$ cat config.mk
export PLATFORM = sky130hd
export DESIGN_NAME = ps2_mouse_packet_decoder_core
export DESIGN_NICKNAME = d
export VERILOG_FILES = /design/src/sv/pmpd_pkg.sv /design/src/sv/pmpd_front.sv /design/src/sv/pmpd_queue.sv /design/src/sv/pmpd_back.sv /design/src/sv/ps2_mouse_packet_decoder_core.sv
export SDC_FILE = /design/constraint.sdc
export NUM_CORES = 1
export LEC_CHECK = 0
export BUFFER_PORTS_ARGS = -buffer_cell sky130_fd_sc_hd__buf_2
export CELL_PAD_IN_SITES_DETAIL_PLACEMENT = 1
export CELL_PAD_IN_SITES_GLOBAL_PLACEMENT = 1
export CORE_MARGIN = 8
export CORE_UTILIZATION = 36
export CTS_BUF_LIST = sky130_fd_sc_hd__clkbuf_16
export DETAILED_ROUTE_END_ITERATION = 10
export GPL_TIMING_DRIVEN = 1
export PLACE_DENSITY = 0.74
export SLEW_MARGIN = 5
export SYNTH_ARGS = -nofsm -noshare
export SYNTH_HDL_FRONTEND = slang
export SYNTH_HIERARCHICAL = 1
export SYNTH_SLANG_ARGS = --single-unit
$ cat constraint.sdc
create_clock -name clk_i -period 6.25 [get_ports clk_i]
set_input_delay 0.625 -clock clk_i [delete_from_list [all_inputs] [get_ports clk_i]]
set_output_delay 0.625 -clock clk_i [all_outputs]
set_load 0.03 [all_outputs]
$ cat src/sv/pmpd_pkg.sv
package pmpd_pkg;

  localparam int CoordWidthDef = 12;
  localparam int CfgW          = 12;
  localparam int CfgIdxW       = 2;
  localparam int CursorSize    = 16;
  localparam int TaskbarLines  = 28;
  localparam int WidthReset    = 320;
  localparam int HeightReset   = 200;

  localparam logic [7:0] AckByte = 8'hFA;
  localparam logic [7:0] HdrMask = 8'hC8;
  localparam logic [7:0] HdrSync = 8'h08;
  localparam logic [7:0] BtnMask = 8'h07;
  localparam int         XSignBit = 4;
  localparam int         YSignBit = 5;

  typedef enum logic [CfgIdxW-1:0] {
    RegScreenWidth  = 2'd0,
    RegScreenHeight = 2'd1
  } reg_idx_e;

  typedef struct packed {
    logic              pkt;
    logic [2:0]        btn;
    logic signed [8:0] dx;
    logic signed [9:0] dy;
  } cmd_t;

endpackage

$ cat src/sv/pmpd_front.sv
module pmpd_front import pmpd_pkg::*; (
  input  logic       clk_i,
  input  logic       rst_ni,
  input  logic       byte_valid_i,
  input  logic [7:0] byte_i,
  input  logic       q_full_i,
  output logic       push_o,
  output cmd_t       cmd_o
);

  typedef enum logic [1:0] {
    PhAck,
    PhHeader,
    PhX,
    PhY
  } phase_e;

  phase_e     phase_q, phase_d;
  logic [7:0] header_q, header_d;
  logic [7:0] x_q, x_d;
  logic       accept;
  logic signed [9:0] dy_raw;

  assign accept = byte_valid_i && !q_full_i;
  assign push_o = accept;
  assign dy_raw = {{2{header_q[YSignBit]}}, byte_i};

  always_comb begin
    phase_d  = phase_q;
    header_d = header_q;
    x_d      = x_q;
    cmd_o    = '0;
    case (phase_q)
      PhAck: begin
        if (byte_i == AckByte) phase_d = PhHeader;
      end
      PhHeader: begin
        if ((byte_i & HdrMask) == HdrSync) begin
          header_d = byte_i;
          phase_d  = PhX;
        end
      end
      PhX: begin
        x_d     = byte_i;
        phase_d = PhY;
      end
      PhY: begin
        phase_d   = PhHeader;
        cmd_o.pkt = 1'b1;
        cmd_o.btn = 3'(header_q & BtnMask);
        cmd_o.dx  = {header_q[XSignBit], x_q};
        cmd_o.dy  = -dy_raw;
      end
      default: phase_d = PhAck;
    endcase
  end

  always_ff @(posedge clk_i or negedge rst_ni) begin
    if (!rst_ni) begin
      phase_q  <= PhAck;
      header_q <= '0;
      x_q      <= '0;
    end else if (accept) begin
      phase_q  <= phase_d;
      header_q <= header_d;
      x_q      <= x_d;
    end
  end

endmodule

$ cat src/sv/pmpd_queue.sv
module pmpd_queue import pmpd_pkg::*; (
  input  logic clk_i,
  input  logic rst_ni,
  input  logic push_i,
  input  cmd_t data_i,
  output logic full_o,
  input  logic pop_i,
  output logic valid_o,
  output cmd_t data_o
);

  cmd_t       mem_q [2];
  logic       wr_q, rd_q;
  logic [1:0] cnt_q;

  assign full_o  = cnt_q[1];
  assign valid_o = cnt_q != 2'd0;
  assign data_o  = mem_q[rd_q];

  always_ff @(posedge clk_i) begin
    if (push_i) mem_q[wr_q] <= data_i;
  end

  always_ff @(posedge clk_i or negedge rst_ni) begin
    if (!rst_ni) begin
      wr_q  <= 1'b0;
      rd_q  <= 1'b0;
      cnt_q <= 2'd0;
    end else begin
      if (push_i) wr_q <= ~wr_q;
      if (pop_i)  rd_q <= ~rd_q;
      case ({push_i, pop_i})
        2'b10:   cnt_q <= cnt_q + 2'd1;
        2'b01:   cnt_q <= cnt_q - 2'd1;
        default: cnt_q <= cnt_q;
      endcase
    end
  end

endmodule

$ cat src/sv/pmpd_back.sv
module pmpd_back import pmpd_pkg::*; #(
  parameter int COORD_WIDTH = CoordWidthDef
) (
  input  logic                clk_i,
  input  logic                rst_ni,
  input  logic                cmd_valid_i,
  input  cmd_t                cmd_i,
  output logic                pop_o,
  input  logic                cfg_valid_i,
  input  logic [CfgIdxW-1:0]  cfg_index_i,
  input  logic [CfgW-1:0]     cfg_data_i,
  output logic                out_valid_o,
  input  logic                out_ready_i,
  output logic                out_done_o,
  output logic [2:0]          out_btn_o,
  output logic signed [8:0]   out_dx_o,
  output logic signed [9:0]   out_dy_o,
  output logic [11:0]         out_col_o,
  output logic [11:0]         out_row_o
);

  localparam int CW = COORD_WIDTH;
  localparam int VW = COORD_WIDTH + 2;
  localparam logic [CW-1:0] ColReset = CW'((WidthReset - CursorSize) / 2);
  localparam logic [CW-1:0] RowReset = CW'((HeightReset - TaskbarLines - CursorSize) / 2);
  localparam logic [CW-1:0] WidthRst  = CW'(WidthReset);
  localparam logic [CW-1:0] HeightRst = CW'(HeightReset);

  function automatic logic [CW-1:0] clamp(input logic [CW-1:0] pos,
                                          input logic signed [9:0] delta,
                                          input logic [CW-1:0] size);
    logic signed [VW-1:0] v;
    logic signed [VW-1:0] lim;
    v   = signed'({2'b00, pos}) + signed'({{(VW-10){delta[9]}}, delta});
    lim = signed'({2'b00, size}) - signed'(VW'(CursorSize));
    if (lim < 0) lim = '0;
    if (v < 0)   v = '0;
    if (v > lim) v = lim;
    return v[CW-1:0];
  endfunction

  logic [CW-1:0]      width_q, height_q;
  logic [CW-1:0]      col_q, row_q, col_d, row_d;
  logic [CW+CfgW-1:0] cfg_wide;
  logic [CW+11:0]     col_wide, row_wide;
  logic               valid_q;

  assign pop_o    = cmd_valid_i && (!valid_q || out_ready_i);
  assign cfg_wide = {{CW{1'b0}}, cfg_data_i};
  assign out_valid_o = valid_q;

  always_comb begin
    col_d = col_q;
    row_d = row_q;
    if (cmd_i.pkt) begin
      col_d = clamp(col_q, {cmd_i.dx[8], cmd_i.dx}, width_q);
      row_d = clamp(row_q, cmd_i.dy, height_q);
    end
  end

  assign col_wide = {12'b0, col_d};
  assign row_wide = {12'b0, row_d};

  always_ff @(posedge clk_i or negedge rst_ni) begin
    if (!rst_ni) begin
      width_q  <= WidthRst;
      height_q <= HeightRst;
      col_q    <= ColReset;
      row_q    <= RowReset;
      valid_q  <= 1'b0;
    end else begin
      if (cfg_valid_i) begin
        case (reg_idx_e'(cfg_index_i))
          RegScreenWidth:  width_q  <= cfg_wide[CW-1:0];
          RegScreenHeight: height_q <= cfg_wide[CW-1:0];
          default: ;
        endcase
      end
      if (pop_o) begin
        col_q   <= col_d;
        row_q   <= row_d;
        valid_q <= 1'b1;
      end else if (out_ready_i) begin
        valid_q <= 1'b0;
      end
    end
  end

  always_ff @(posedge clk_i) begin
    if (pop_o) begin
      out_done_o <= cmd_i.pkt;
      out_btn_o  <= cmd_i.btn;
      out_dx_o   <= cmd_i.dx;
      out_dy_o   <= cmd_i.dy;
      out_col_o  <= col_wide[11:0];
      out_row_o  <= row_wide[11:0];
    end
  end

endmodule

$ cat src/sv/ps2_mouse_packet_decoder_core.sv
// Path: each accepted byte is written into the command queue; the back end pops it and registers the result word.
// Throughput: one byte per cycle while the queue is not full; the two-entry command
// queue decouples the byte framer from the cursor update and output register.
// Reset (async, active low): framer waits for the acknowledge, screen is
// 320x200, cursor at column 152, row 78, queue and output empty.
module ps2_mouse_packet_decoder_core import pmpd_pkg::*; #(
  parameter int COORD_WIDTH = CoordWidthDef
) (
  input  logic               clk_i,
  input  logic               rst_ni,
  input  logic               s_axis_tvalid,
  output logic               s_axis_tready,
  input  logic [7:0]         s_axis_tdata,   // [7:0] rx_byte
  output logic               m_axis_tvalid,
  input  logic               m_axis_tready,
  output logic [47:0]        m_axis_tdata,   // buttons, delta_x, delta_y, cursor_x, cursor_y
  output logic               m_axis_tlast,   // packet_done
  input  logic               cfg_valid_i,
  output logic               cfg_ready_o,
  input  logic [CfgIdxW-1:0] cfg_index_i,
  input  logic [CfgW-1:0]    cfg_data_i
);

  cmd_t              push_cmd, pop_cmd;
  logic              push, pop, q_full, q_valid;
  logic              done;
  logic [2:0]        btn;
  logic signed [8:0] dx;
  logic signed [9:0] dy;
  logic [11:0]       col, row;

  assign s_axis_tready = !q_full;
  assign cfg_ready_o   = 1'b1;

  pmpd_front u_front (
    .clk_i        (clk_i),
    .rst_ni       (rst_ni),
    .byte_valid_i (s_axis_tvalid),
    .byte_i       (s_axis_tdata),
    .q_full_i     (q_full),
    .push_o       (push),
    .cmd_o        (push_cmd)
  );

  pmpd_queue u_queue (
    .clk_i   (clk_i),
    .rst_ni  (rst_ni),
    .push_i  (push),
    .data_i  (push_cmd),
    .full_o  (q_full),
    .pop_i   (pop),
    .valid_o (q_valid),
    .data_o  (pop_cmd)
  );

  pmpd_back #(
    .COORD_WIDTH (COORD_WIDTH)
  ) u_back (
    .clk_i       (clk_i),
    .rst_ni      (rst_ni),
    .cmd_valid_i (q_valid),
    .cmd_i       (pop_cmd),
    .pop_o       (pop),
    .cfg_valid_i (cfg_valid_i),
    .cfg_index_i (cfg_index_i),
    .cfg_data_i  (cfg_data_i),
    .out_valid_o (m_axis_tvalid),
    .out_ready_i (m_axis_tready),
    .out_done_o  (done),
    .out_btn_o   (btn),
    .out_dx_o    (dx),
    .out_dy_o    (dy),
    .out_col_o   (col),
    .out_row_o   (row)
  );

  assign m_axis_tlast = done;
  assign m_axis_tdata = {2'b00, row, col, dy, dx, btn};

endmodule

==> run_results.csv, run 1 <==
group,metric,value,unit
outcome,status,"finished clean",
setup_path,rr_endpoint,"u_back/out_col_o[6]$_DFFE_PP_",
logic_synthesis,synth_area_leaders,"edfxtp_1 31%, dfrtp_1 16%, ha_1 8.0%",
floorplanning,coreArea,0.0249,mm²
timing,finalHoldViolCount,0,
job,maxCapViolations,0,
timing,fin_ws,0.348,ns
setup_path,worstSetupStartpointType,"flop",
logic_synthesis,synth_top_area_cell,"edfxtp_1",
floorplanning,ioPinCount,79,
setup_path,slowest_delay,0.56,ns
route,vias,6307,
route,via_per_inst,5.15,
floorplanning,die_h,174,µm
setup_path,crit_required,6.41,ns
global_routing,overflow,0,
route,drc_errors,0,
place,place_congestion,0.826,
floorplanning,die_area,0.0304,mm²
setup_path,path_max_fanout,11,
logic_synthesis,yosysSeqAreaShare,49.9,%
logic_synthesis,synth-simple-area-share,14.3,%
logic_synthesis,netlist.area_leader.share,30.9,%
layout,fin_cells,1225,
global_routing,grt_max_degree,69,
timing,tightest_slew,1.14,ns
layout,synthToLayoutAreaGrowth,14.4,%
global_routing,grt_pass1_vias,6845,
logic_synthesis,asyncSetResetFlopFracSynth,42.2,%
cts,hold_buffers,0,
cts,clk_pin_slew,0.07,ns
place,dp_hpwl,16600,µm
floorplanning,num_rows,58,
layout,antenna_cells,0,
route,antenna_left,0,
logic_synthesis,synth_area,0.00904,mm²
cts,cts_tree,"done",
route,drt_iter0_drc,365,
cts,numCtsBuffers,17,
global_routing,grt_pass1_wl,36500,µm
logic_synthesis,syn_avg_cell_area,11.2,µm²
timing,whs,0.408,ns
logic_synthesis,yosysMostFrequentCell,"edfxtp_1",
layout,drive_gt1_share,23.8,%
setup_path,rrSetupSlack,0.35,ns
global_routing,grt.total_usage,15.1,%
timing,setup_viol,0,
cts,htreeDepth,4,
route,firstDrtPassIters,4,
layout,finalNetCount,969,
cts,clkLatencyLatePin,0.44,ns
logic_synthesis,synthCells,804,
setup_path,path_class,"flop to flop",
setup_path,path_cells,"buf_4, mux2_4, ha_1, a21oi_1, nor2_1, o211ai_2, a31oi_1, a21o_1, xnor2_2, nor2_1, ha_1, a21o_1, a2111oi_0, a211oi_1, o21ai_0, o41a_1, o21bai_4, nor3_4, buf_4, mux2i_1, a21oi_1",
floorplanning,die_width,174,µm
cts,post_cts_resized,0,
timing,fin_crit,5.90,ns
logic_synthesis,synthAdderAreaFrac,8.47,%
logic_synthesis,synth_common_cells,"93 x edfxtp_1, 77 x nor2_1, 64 x nand2_1",
logic_synthesis,synthFlopType,"edfxtp_1",
place,post-place-ws,0.0698,ns
timing,fin_crit_sh,94.4,%
logic_synthesis,synth_edf_count,93,
timing,max_freq,0.169,GHz
cts,post_cts_buffers,0,
cts,cts_buffer_depth,2,
logic_synthesis,synth_compound_area_share,10.8,%
logic_synthesis,ys_types,68,
setup_path,cp_data_arrival_time,6.06,ns
timing,slew_headroom,24.3,%
logic_synthesis,synth_top_family_by_area,"simple AND/OR/NAND/NOR gates",
setup_path,r2r_cells,21,
logic_synthesis,synth_xor_area_share,3.10,%
setup_path,end_kind,"flop",
route,wl,22900,µm
setup_path,critical-path-top-delay-family,"compound AO/OA/AOI/OAI gates",
setup_path,cp_num_buf_inv,2,
setup_path,critPathLaunch,"u_queue/rd_q$_DFFE_PN0P_",
place,dp_cells,1192,
route,wl_per_cell,18.7,µm
hold_path,holdCritPathClass,"input pin to async pin",
timing,finalClockSkew,0.0123,ns
cts,cts-root-buf,"clkbuf_16",
setup_path,rr_startpoint,"u_queue/rd_q$_DFFE_PN0P_",
cts,cts.sinks,161,
place,io_buffer_count,75,
floorplanning,floorplan.initialDensity,36.3,%
timing,maxSlewViolCount,0,
logic_synthesis,muxShareOfSynthArea,10.2,%
logic_synthesis,ys_seq_elements,161,
setup_path,slowest_stage,"dfrtp_1",
logic_synthesis,yosysWarnings,6,
global_routing,antenna_found_initial,0,
==> how the worst max path moves through the flow <==
stage | endpoint | cells after the start
after global placement | u_back/out_col_o[7]$_DFFE_PP_ | 20
after detailed placement | u_back/out_col_o[6]$_DFFE_PP_ | 20
after global routing | u_back/out_col_o[7]$_DFFE_PP_ | 21
final | u_back/out_col_o[6]$_DFFE_PP_ | 21
after floorplan | u_back/out_col_o[9]$_DFFE_PP_ | 22
after CTS | u_back/out_col_o[6]$_DFFE_PP_ | 20
==> metal layers <==
layer	routed length, µm	part of all wire, %	track usage [%]
met5	0	0	0
met4	388	1.7	5.09
met3	720	3.1	3.19
met2	11300	49	25.5
met1	10600	46	18.7
==> placed cells by master, fill, tap and decap left out, drive strengths merged, types with 4 or more instances in the layout <==
cell type,n
mux2,64
o21a,6
and2,26
and3,5
nor3,19
nor4,5
nor2,77
ha,58
xnor2,13
edfxtp,93
nand3,13
nand3b,4
o21ai,41
or3,4
nand2b,8
a21oi,54
o31ai,4
nand2,64
buf,84
mux2i,13
a211oi,5
a21o,9
nor3b,8
dfstp,12
clkinv,6
nor2b,11
inv,39
xor2,19
a31oi,13
dfrtp,56
clkbuf,17
==> per-stage QoR <==
stage | setup TNS (ns) | cell area, µm² | util, %
after floorplan | 0 | 9040 | -
after global placement | 0 | 9740 | 39.1
after detailed placement | 0 | 9740 | 39.1
after CTS | 0 | 10300 | 41.4
after global routing | -0.0219 | 10300 | 41.5
final | 0 | 10300 | 41.5
==> kinds of logic (layout without fill, tap and decap cells) <==
logic type | count (synthesis) | count (layout)
and+or+nand+nor | 258 | 258
DFF | 161 | 161
AOI/OAI and AO/OA | 154 | 155
muxes | 77 | 77
adders and majority gates | 60 | 60
buffers and inverters | 60 | 149
xor gates and xnor gates | 32 | 32
other | 2 | 3
==> registers in the layout, indices dropped and copies added (netlist names), 5 cells and up <==
name,flops
u_front/header_q,5
u_back/col_q,12
u_back/out_dy_o,10
u_back/row_q,12
u_back/out_row_o,12
u_back/out_col_o,12
u_front/x_q,8
u_back/height_q,12
u_back/width_q,12
u_queue/mem_q,46
u_back/out_dx_o,9
==> worst register-to-register path, stage by stage, from the launching register on <==
cell,delay (ns)
dfrtp_1,0.56
buf_4,0.27
mux2_4,0.34
ha_1,0.29
a21oi_1,0.20
nor2_1,0.13
o211ai_2,0.20
a31oi_1,0.17
a21o_1,0.28
xnor2_2,0.53
nor2_1,0.16
ha_1,0.36
a21o_1,0.18
a2111oi_0,0.41
a211oi_1,0.16
o21ai_0,0.19
o41a_1,0.22
o21bai_4,0.10
nor3_4,0.20
buf_4,0.24
mux2i_1,0.34
a21oi_1,0.12
==> cell type report <==
cell class	count	area, µm²
clock inverters	15	133
flip-flops and latches	161	4510
repair buffers	84	443
multi-input cells	585	4290
well taps	330	413
inverters	33	124
fillers	2716	14600
clock buffers	17	425
Power of run 1 is left out: the tool's default activity adds up to more than one toggle a clock period on the data nets, which glitch-free logic cannot reach.
==> run 2: changes to the inputs <==
ABC_AREA = 1   (was unset)
CORE_MARGIN = 1.5   (was 8)
PLACE_DENSITY = 0.77   (was 0.74)
RECOVER_POWER = 100   (was unset)
==> run_results.csv, run 2 <==
group,metric,value,unit
setup_path,crit_required,6.60,ns
setup_path,rrSetupSlack,0.59,ns
timing,finalClockSkew,0.0139,ns
logic_synthesis,synth_area_leaders,"edfxtp_1 30%, dfrtp_1 15%, nand2_1 13%",
route,wl,25500,µm
route,wl_per_cell,16.7,µm
cts,cts-root-buf,"clkbuf_16",
hold_path,min-delay-start,"cfg_data_i[8]",
setup_path,end_kind,"flop",
layout,antenna_cells,0,
layout,layout_common_cells,"348 x nand2_1, 171 x inv_1, 93 x edfxtp_1",
cts,post_cts_buffers,0,
hold_path,holdCritPathClass,"input pin to flop",
timing,finalHoldViolCount,0,
timing,fin_crit_sh,90.6,%
setup_path,cp_data_arrival_time,6.02,ns
job,maxCapViolations,5,
timing,tns,0,ns
floorplanning,die_h,165,µm
route,vias,7562,
setup_path,rr_startpoint,"u_queue/rd_q$_DFFE_PN0P_",
route,firstDrtPassIters,4,
global_routing,grt_pass1_vias,7885,
route,via_per_inst,4.98,
timing,setup_viol,0,
logic_synthesis,asyncSetResetFlopFracSynth,42.2,%
floorplanning,die_width,165,µm
logic_synthesis,netlist.area_leader.share,29.7,%
route,drt_iter0_drc,364,
logic_synthesis,syn_avg_cell_area,8.48,µm²
cts,htreeDepth,4,
timing,tightest_slew,4.08,ns
floorplanning,num_rows,58,
timing,max_freq,0.177,GHz
timing,rsz0062_at_grt,"false",
route,drc_errors,0,
place,place_congestion,0.850,
logic_synthesis,synth_area,0.00939,mm²
cts,cts_buffer_depth,2,
setup_path,slowest_delay,1.11,ns
cts,clk_pin_slew,0.07,ns
setup_path,worst_path_most_repeated_cell,"nand2_1",
setup_path,rr_endpoint,"u_back/row_q[5]$_DFFE_PN0P_",
floorplanning,ioPinCount,79,
place,io_buffer_count,75,
layout,synthToLayoutAreaGrowth,11.1,%
global_routing,grt_max_degree,69,
cts,clkLatencyLatePin,0.43,ns
outcome,violations,"capacitance limit, slew limit",
timing,slew_headroom,-172,%
logic_synthesis,synth_edf_count,93,
route,antenna_left,0,
floorplanning,die_area,0.0271,mm²
cts,post_cts_resized,0,
global_routing,overflow,0,
cts,cts_tree,"done",
layout,finalNetCount,1264,
logic_synthesis,ys_types,43,
cts,cts.sinks,161,
layout,drive_gt1_share,10.5,%
setup_path,path_max_fanout,22,
setup_path,cp_num_buf_inv,1,
logic_synthesis,yosysWarnings,6,
outcome,status,"finished with violations",
place,dp_cells,1488,
logic_synthesis,yosysMostFrequentCell,"nand2_1",
logic_synthesis,synth_top_area_cell,"edfxtp_1",
cts,numCtsBuffers,17,
timing,fin_crit,5.66,ns
cts,hold_buffers,0,
floorplanning,floorplan.initialDensity,37.0,%
logic_synthesis,synthCells,1107,
place,dp_hpwl,18700,µm
layout,final_common_cell,"nand2_1",
layout,largest_register_ffs,46,
timing,maxSlewViolCount,198,
setup_path,critical-path-top-delay-family,"simple AND/OR/NAND/NOR gates",
logic_synthesis,ys_seq_elements,161,
logic_synthesis,synthFlopType,"edfxtp_1",
setup_path,r2r_cells,29,
layout,top_register,"u_queue/mem_q",
setup_path,path_class,"flop to flop",
global_routing,grt_pass1_wl,40800,µm
floorplanning,coreArea,0.0254,mm²
global_routing,grt.total_usage,19.7,%
hold_path,whs_endpoint,"u_back/width_q[8]$_DFFE_PN1P_",
layout,fin_cells,1520,
setup_path,slowest_stage,"o21ai_0",
logic_synthesis,synth_common_cells,"329 x nand2_1, 168 x inv_1, 93 x edfxtp_1",
setup_path,worstSetupStartpointType,"flop",
hold_path,whs_path_depth,3,
global_routing,antenna_found_initial,0,
logic_synthesis,yosysSeqAreaShare,48.0,%
[run 2: worst register-to-register path: cells and delay by family, from the launching register on]
family	cells	cell delay (ns)
and+or+nand+nor	23	2.83
AOI/OAI and AO/OA	3	1.32
adders and majority gates	2	0.72
DFF	1	0.62
buffers and inverters	1	0.12
[run 2: per-layer routing]
metal	global-route usage [%]	share of wire, %
met4	5.98	2.0
met5	0	0
met3	3.19	3.1
met1	25.7	46
met2	33.6	49
[run 2: cell families (layout without fill, tap and decap cells)]
family,count (synthesis),count (layout),share of synthesized area (%)
adders and majority gates,60,60,8.15
xor gates and xnor gates,11,11,1.03
other,2,3,0.0800
DFF,161,161,48.0
and+or+nand+nor,550,550,26.4
AOI/OAI and AO/OA,121,121,7.30
buffers and inverters,202,284,9.06
[run 2: layout make-up]
type / instances / area, µm²
sequential: 161 / 4510
clock buffer: 19 / 475
tap: 330 / 413
clock inverter: 13 / 113
timing repair buffer: 81 / 339
fill: 3086 / 15000
inverter: 171 / 642
multi-input combinational: 745 / 3940
[run 2: how the worst max path moves through the flow]
stage,cells past startpoint,slack [ns],from,endpoint
after CTS,29,0.71,u_queue/rd_q$_DFFE_PN0P_,u_back/out_col_o[7]$_DFFE_PP_
after global placement,29,1.09,u_queue/rd_q$_DFFE_PN0P_,u_back/out_col_o[6]$_DFFE_PP_
final,29,0.59,u_queue/rd_q$_DFFE_PN0P_,u_back/row_q[5]$_DFFE_PN0P_
after global routing,29,0.07,u_queue/rd_q$_DFFE_PN0P_,u_back/col_q[9]$_DFFE_PN0P_
after detailed placement,29,0.75,u_queue/rd_q$_DFFE_PN0P_,u_back/out_col_o[7]$_DFFE_PP_
after floorplan,29,2.28,u_queue/rd_q$_DFFE_PN0P_,u_back/out_col_o[6]$_DFFE_PP_
[run 2: through the flow]
| step | worst slack (ns) | utilization (%) | hold slack, ns | area [µm²] |
|---|---|---|---|---|
| 3_5_place_dp | 0.753 | 39.5 | 0.473 | 10000 |
| 5_1_grt | 0.0720 | 41.1 | 0.443 | 10400 |
| 6_report | 0.586 | 41.1 | 0.449 | 10400 |
| 4_1_cts | 0.710 | 41.8 | 0.440 | 10600 |
| 3_3_place_gp | 1.09 | 39.5 | 0.467 | 10000 |
| 2_1_floorplan | 2.28 | - | 0.329 | 9390 |
Power of run 2 is left out for the same reason.
==> run 3: changes to the inputs <==
BUFFER_PORTS_ARGS = unset   (was -buffer_cell sky130_fd_sc_hd__buf_2)
DONT_BUFFER_PORTS = 1   (was unset)
PLACE_DENSITY = 0.73   (was 0.77)
==> run_results.csv, run 3 (same netlist as run 2, synthesis figures left out) <==
group,metric,value,unit
timing,tns,0,ns
route,via_per_inst,4.98,
layout,antenna_cells,0,
floorplanning,floorplan.initialDensity,37.0,%
outcome,status,"finished with violations",
global_routing,grt_pass1_wl,40200,µm
layout,fillers,3029,
global_routing,grt_max_degree,57,
route,wl,25600,µm
setup_path,rrSetupSlack,0.99,ns
timing,fin_crit,5.26,ns
setup_path,path_max_fanout,13,
layout,finalNetCount,1191,
route,drt_iter0_drc,407,
setup_path,rr_endpoint,"u_back/row_q[4]$_DFFE_PN0P_",
timing,fin_crit_sh,84.1,%
cts,clk_pin_slew,0.08,ns
timing,fin_ws,0.993,ns
floorplanning,num_rows,58,
setup_path,critical-path-top-delay-family,"simple AND/OR/NAND/NOR gates",
setup_path,rr_startpoint,"u_queue/rd_q$_DFFE_PN0P_",
cts,htreeDepth,4,
place,dp_hpwl,18200,µm
floorplanning,die_area,0.0271,mm²
global_routing,antenna_found_initial,0,
layout,layout_common_cells,"350 x nand2_1, 170 x inv_1, 93 x edfxtp_1",
job,maxCapViolations,4,
setup_path,critPathLaunch,"u_queue/rd_q$_DFFE_PN0P_",
layout,drive_gt1_share,9.04,%
global_routing,grt_pass1_vias,7399,
timing,finalHoldViolCount,0,
cts,cts.sinks,161,
layout,largest_register_ffs,46,
timing,max_freq,0.190,GHz
outcome,violations,"capacitance limit, slew limit",
route,vias,7206,
floorplanning,ioPinCount,79,
route,antenna_left,0,
setup_path,endpoint,"u_back/row_q[4]$_DFFE_PN0P_",
layout,top_register,"u_queue/mem_q",
cts,cts_buffer_depth,2,
route,drc_errors,0,
layout,synthToLayoutAreaGrowth,8.34,%
timing,tightest_slew,3.60,ns
timing,rsz0062_at_grt,"false",
cts,clkLatencyLatePin,0.44,ns
route,firstDrtPassIters,5,
layout,multi_input_area,0.00394,mm²
layout,final_common_cell,"nand2_1",
layout,seqCellArea,0.00451,mm²
place,io_buffer_count,0,
global_routing,overflow,0,
setup_path,r2r_cells,29,
cts,numCtsBuffers,17,
setup_path,crit_required,6.63,ns
setup_path,slowest_stage,"o21ai_0",
floorplanning,die_h,165,µm
setup_path,path_depth,29,
hold_path,holdCritPathClass,"input pin to async pin",
timing,maxSlewViolCount,159,
place,place_congestion,0.888,
setup_path,slowest_delay,0.95,ns
cts,cts_tree,"done",
route,wl_per_cell,17.7,µm
floorplanning,die_width,165,µm
setup_path,worst_path_most_repeated_cell,"nand2_1",
place,post-place-ws,1.29,ns
setup_path,path_class,"flop to flop",
timing,slew_headroom,-140,%
setup_path,end_kind,"flop",
timing,finalClockSkew,0.0165,ns
setup_path,cp_data_arrival_time,5.63,ns
setup_path,cp_num_buf_inv,1,
setup_path,worstSetupStartpointType,"flop",
cts,cts-root-buf,"clkbuf_16",
floorplanning,coreArea,0.0254,mm²
global_routing,grt.total_usage,19.8,%
timing,setup_viol,0,
==> run 3: worst min-delay path by stage <==
stage,from,endpoint,slack (ns),cells past startpoint
finish,rst_ni,u_back/width_q[8]$_DFFE_PN1P_,0.04,0
global route,rst_ni,u_back/height_q[6]$_DFFE_PN1P_,0.007,0
CTS,rst_ni,u_back/row_q[6]$_DFFE_PN1P_,0.007,0
detailed placement,rst_ni,u_front/phase_q[0]$_DFFE_PN0P_,0.33,0
global placement,rst_ni,u_front/phase_q[0]$_DFFE_PN0P_,0.33,0
floorplan,rst_ni,u_back/col_q[0]$_DFFE_PN0P_,0.33,0
==> run 3: per-layer routing <==
layer | routed length (µm) | GRT usage [%] | up-vias
li1 | - | - | 3538
met1 | 11800 | 25.3 | 3511
met4 | 634 | 6.88 | 0
met5 | 0 | 0 | -
met3 | 965 | 4.50 | 36
met2 | 12200 | 33.0 | 121
==> run 3: worst register-to-register path, delay by kind of cell (launching register included) <==
family          cells  cell delay (ns)
simple gates       23             2.76
buf+inv             1             0.11
compound gates      3             1.15
flops               1             0.49
fa+ha+maj           2             0.70
==> run 3: final cells by class <==
| cell class | count | area share, % |
|---|---|---|
| well taps | 330 | 4.06 |
| clock inverters | 15 | 2.02 |
| repair buffers | 8 | 0.430 |
| clock buffers | 17 | 4.18 |
| inverters | 171 | 6.31 |
| multi-input cells | 745 | 38.7 |
| flip-flops and latches | 161 | 44.3 |
==> run 3: repair_timing <==
action | CTS | global route
hold endpoints to repair | 56 | 1
resized for setup | 0 | 0
buffers inserted | 0 | 0
hold buffers | 1 | 1
==> run 3: stage by stage <==
stage / cells / hold slack, ns / instance area [µm²] / util, %
after floorplan: 1108 / 0.329 / 9390 / -
after global placement: 1413 / 0.334 / 9650 / 38.0
after detailed placement: 1413 / 0.333 / 9650 / 38.0
after CTS: 1446 / 0.00740 / 10300 / 40.6
after global routing: 1447 / 0.00744 / 10200 / 40.1
final: 1447 / 0.0356 / 10200 / 40.1
Power of run 3 is left out for the same reason.
